File: config.mk
export PLATFORM = sky130hd
export DESIGN_NAME = lkvc_cell
export DESIGN_NICKNAME = d
export VERILOG_FILES = /design/src/rtl/lkvc_pkg.sv /design/src/rtl/lkvc_cell.sv
export SDC_FILE = /design/constraint.sdc
export NUM_CORES = 1
export LEC_CHECK = 0
export ABC_AREA = 1
export CAP_MARGIN = 20
export CORE_AREA = 2 2 228 230
export DETAILED_ROUTE_END_ITERATION = 16
export DIE_AREA = 0 0 230 232
export DONT_BUFFER_PORTS = 1
export PLACE_DENSITY = 0.35
export SYNTH_ARGS = -nofsm -noshare
export SYNTH_HDL_FRONTEND = slang
export SYNTH_SLANG_ARGS = --single-unit
File: constraint.sdc
create_clock -name i_clk -period 3.5 [get_ports i_clk]
set_input_delay 0.7 -clock i_clk [delete_from_list [all_inputs] [get_ports i_clk]]
set_output_delay 0.7 -clock i_clk [all_outputs]
set_load 0.02 [all_outputs]
File: src/rtl/lkvc_pkg.sv
package lkvc_pkg;

    localparam int KEY_W      = 64;
    localparam int VAL_W      = 64;
    localparam int CMD_W      = 2;
    localparam int CAP_W      = 5;
    localparam int IN_DATA_W  = 136;
    localparam int OUT_DATA_W = 136;

    localparam logic [CAP_W-1:0] CAP_RESET = 5'd16;

    typedef enum logic [CMD_W-1:0] {
        CMD_GET    = 2'd0,
        CMD_PUT    = 2'd1,
        CMD_DELETE = 2'd2
    } t_cmd;

    typedef enum logic [1:0] {
        ACT_HOLD,
        ACT_TOUCH,
        ACT_INSERT,
        ACT_REMOVE
    } t_act;

    typedef struct packed {
        t_act act;
        logic evict;
    } t_ctl;

    typedef struct packed {
        logic             valid;
        logic [KEY_W-1:0] key;
        logic [VAL_W-1:0] value;
    } t_entry;

endpackage

File: src/rtl/lkvc_cell.sv
module lkvc_cell (
    input  logic                       i_clk,
    input  logic                       i_rst_n,
    input  logic                       i_match_en,
    input  logic [lkvc_pkg::KEY_W-1:0] i_key,
    input  lkvc_pkg::t_ctl             i_ctl,
    input  lkvc_pkg::t_entry           i_prev,
    input  lkvc_pkg::t_entry           i_next,
    input  logic                       i_above,
    input  logic                       i_upto,
    output lkvc_pkg::t_entry           o_entry,
    output logic                       o_match,
    output logic [lkvc_pkg::VAL_W-1:0] o_hit_value,
    output logic [lkvc_pkg::VAL_W-1:0] o_tail_value
);

    lkvc_pkg::t_entry r_entry;
    lkvc_pkg::t_entry n_entry;
    logic             r_match;
    logic             n_match;

    always_comb begin
        n_entry = r_entry;
        case (i_ctl.act)
            lkvc_pkg::ACT_TOUCH: begin
                if (i_above) begin
                    n_entry = i_prev;
                end
            end
            lkvc_pkg::ACT_INSERT: begin
                // on eviction the first empty cell stays empty
                if (i_prev.valid && !(i_ctl.evict && !r_entry.valid)) begin
                    n_entry = i_prev;
                end
            end
            lkvc_pkg::ACT_REMOVE: begin
                if (i_upto) begin
                    n_entry = i_next;
                end
            end
            default: begin
                n_entry = r_entry;
            end
        endcase
    end

    assign n_match = i_match_en ? (r_entry.valid && (r_entry.key == i_key)) : r_match;

    always_ff @(posedge i_clk) begin
        if (!i_rst_n) begin
            r_entry <= '0;
            r_match <= 1'b0;
        end else begin
            r_entry <= n_entry;
            r_match <= n_match;
        end
    end

    assign o_entry      = r_entry;
    assign o_match      = r_match;
    assign o_hit_value  = r_match ? r_entry.value : '0;
    assign o_tail_value = (r_entry.valid && !i_next.valid) ? r_entry.value : '0;

endmodule

==> results.py <==
metrics = {
    "final_layout": {
        "regArea_sq_um": 2610,
        "fin_area_sq_um": 8850,
        "diodes": 0,
        "final_nets": 1560,
        "syn_to_final_growth_pct": 13.4,
        "fillers": 5915,
        "multi_input_area_sq_um": 4010,
        "final_common_cell": "nand2_1",
        "most-common-layout-cells": "nand2_1, inv_1, nand3_1",
        "drive_above_1_share": 0.0370,
        "final_util": 0.174,
    },
    "sta": {
        "worstMarginPinSlew_ns": 0.836,
        "slew_viol_final": 0,
        "slew-limit-headroom": 0.443,
        "timing.fmax_mhz": 378,
        "fin_ws_ns": 0.851,
        "setup_viol": 0,
        "finClkSkew_ns": 0.00784,
        "min_period_over_period": 0.757,
        "min_period_ns": 2.65,
        "finalHoldViolCount": 0,
        "whs_ns": 0.371,
        "setup_tns_ns": 0,
        "rsz0062_at_grt": "no",
    },
    "placed_design": {
        "port_buffers": 0,
        "place_ws_ns": 1.04,
        "hpwl_um": 25700,
        "gp_congestion": 0.789,
        "postPlaceCellArea_sq_um": 8340,
    },
    "die": {
        "core_area_sq_um": 50900,
        "rows": 83,
        "die_x_um": 230,
        "dieArea_sq_um": 53400,
        "start_util": 0.153,
        "ios": 588,
        "die-height_um": 232,
    },
    "logic_synthesis": {
        "syn_area_per_cell_sq_um": 5.99,
        "synth_area_sq_um": 7800,
        "synth_cell_types": 21,
        "syn-instance-count": 1302,
        "ys_warn_count": 0,
        "synth_seq_cells": 130,
        "ys_seq_area_frac": 0.333,
        "syn-num-nets": 1632,
    },
    "pwr": {
        "p_leak_nw": 3.99,
        "vdd_drop_max_uv": 295,
        "power.density_nw_per_um2": 484,
    },
    "cts": {
        "cts_tree": "done",
        "clkLatencyLatePin_ns": 0.47,
        "hold_buffers": 0,
        "post-cts-setup-buffers": 0,
        "cts_buffer_depth": 2,
        "clk_pin_slew_worst_paths_ns": 0.06,
        "cts_buffers": 17,
        "htreeDepth": 4,
        "ctsResizeCount": 0,
        "cts_root_buf": "clkbuf_16",
        "clock_sinks": 130,
    },
    "setup_path": {
        "critPathArrivalTime_ns": 1.95,
        "crit_type": "reg -> out",
        "worstSetupStartpointType": "register",
        "cp-end-kind": "primary output",
        "required_ns": 2.80,
        "crit_path_max_fanout": 64,
    },
    "drt": {
        "dr.first_iter.drc_count": 515,
        "firstDrtPassIters": 5,
        "drc_errors": 0,
        "vias_per_cell": 4.29,
        "detail-route-antenna-nets": 0,
        "wl_per_cell_um": 18.8,
        "num_vias": 8236,
        "finalWirelength_um": 36200,
    },
    "global_route": {
        "grt_first_pass_wirelength_um": 50800,
        "grt_max_degree": 132,
        "first_global_vias": 7568,
        "antenna_found_initial": 0,
        "grt-ovfl-total": 0,
        "grt_usage": 0.129,
    },
    "job": {
        "maxCapViolCount": 0,
    },
    "hold_path": {
        "hp-class": "in -> reg",
    },
    "run_status": {
        "status": "completed",
    },
}
-- cells by family after synthesis --
| family | count (synthesis) | share of synthesized area |
|---|---|---|
| flip-flops | 130 | 0.333 |
| buffers and inverters | 309 | 0.154 |
| AND/OR/NAND/NOR | 582 | 0.305 |
| AO/OA/AOI/OAI | 269 | 0.194 |
| XOR/XNOR | 12 | 0.0135 |
-- sequential cells by signal (all words and copies together) (netlist names) --
| register | count |
|---|---|
| o_entry | 129 |
| o_match | 1 |
-- per-layer routing --
layer  part of all wire  vias up  routed length [um]  GRT usage
met3              0.062       46                2260     0.0368
li1                   -     4048                   -          -
met2               0.48      333               17300      0.210
met1               0.43     3809               15700      0.159
met4              0.026        0                 937     0.0546
met5                  0        -                   0          0
-- stage by stage --
| stage | instances | total power [mW] |
|---|---|---|
| 3_3_place_gp | 1891 | 2.65 |
| 2_1_floorplan | 1302 | 2.50 |
| 3_5_place_dp | 1891 | 2.66 |
| 6_report | 1922 | 4.29 |
| 4_1_cts | 1922 | 4.39 |
| 5_1_grt | 1922 | 4.54 |
-- power breakdown --
part | switching, mW | total (mW) | internal [mW] | leakage, nW
Clock | 0.761 | 1.67 | 0.910 | 0.249
Sequential | 0.403 | 2.03 | 1.63 | 1.08
Combinational | 0.365 | 0.585 | 0.220 | 2.66
Total | 1.53 | 4.29 | 2.76 | 3.99
-- layout make-up --
cell class              count  area share
multi-input cells         863       0.453
clock buffers              21      0.0509
clock inverters            10     0.00707
repair buffers              6     0.00792
flip-flops and latches    130       0.294
well taps                 680      0.0961
inverters                 212      0.0907
-- cell usage after synthesis --
cell type,number,area (sq um)
or2_2,6,37.5
nand4_1,4,25.0
buf_1,2,7.51
o21ai_2,1,8.76
a211oi_1,2,15.0
inv_2,2,7.51
dfxtp_1,130,2600
nor2_1,124,465
a31oi_1,128,801
xor2_1,2,17.5
o21ai_0,23,115
nand2_1,314,1180
buf_4,3,22.5
xnor2_1,10,87.6
buf_2,25,125
a21oi_1,1,5.00
o21ai_1,113,566
nand3_1,134,671
clkbuf_1,67,251
o22ai_1,1,6.26
inv_1,210,788
-- worst paths after layout --
kind / from / endpoint / slack, ns / cells past startpoint
worst max-delay path: o_entry[128] / o_tail_value[30] / 0.85 / 3
worst min-delay path: i_rst_n / o_match / 0.37 / 2
worst max register to register: o_entry[128] / o_entry[30] / 1.25 / 9
worst min register to register: o_entry[91] / o_entry[91] / 0.64 / 2
-- critical path, cell delays in order, from the launching register on --
cell and delay [ns]:
dfxtp_1 0.42, nand2_2 0.11, buf_4 0.56, nor2_1 0.27
(Power assumes the default switching activity.)
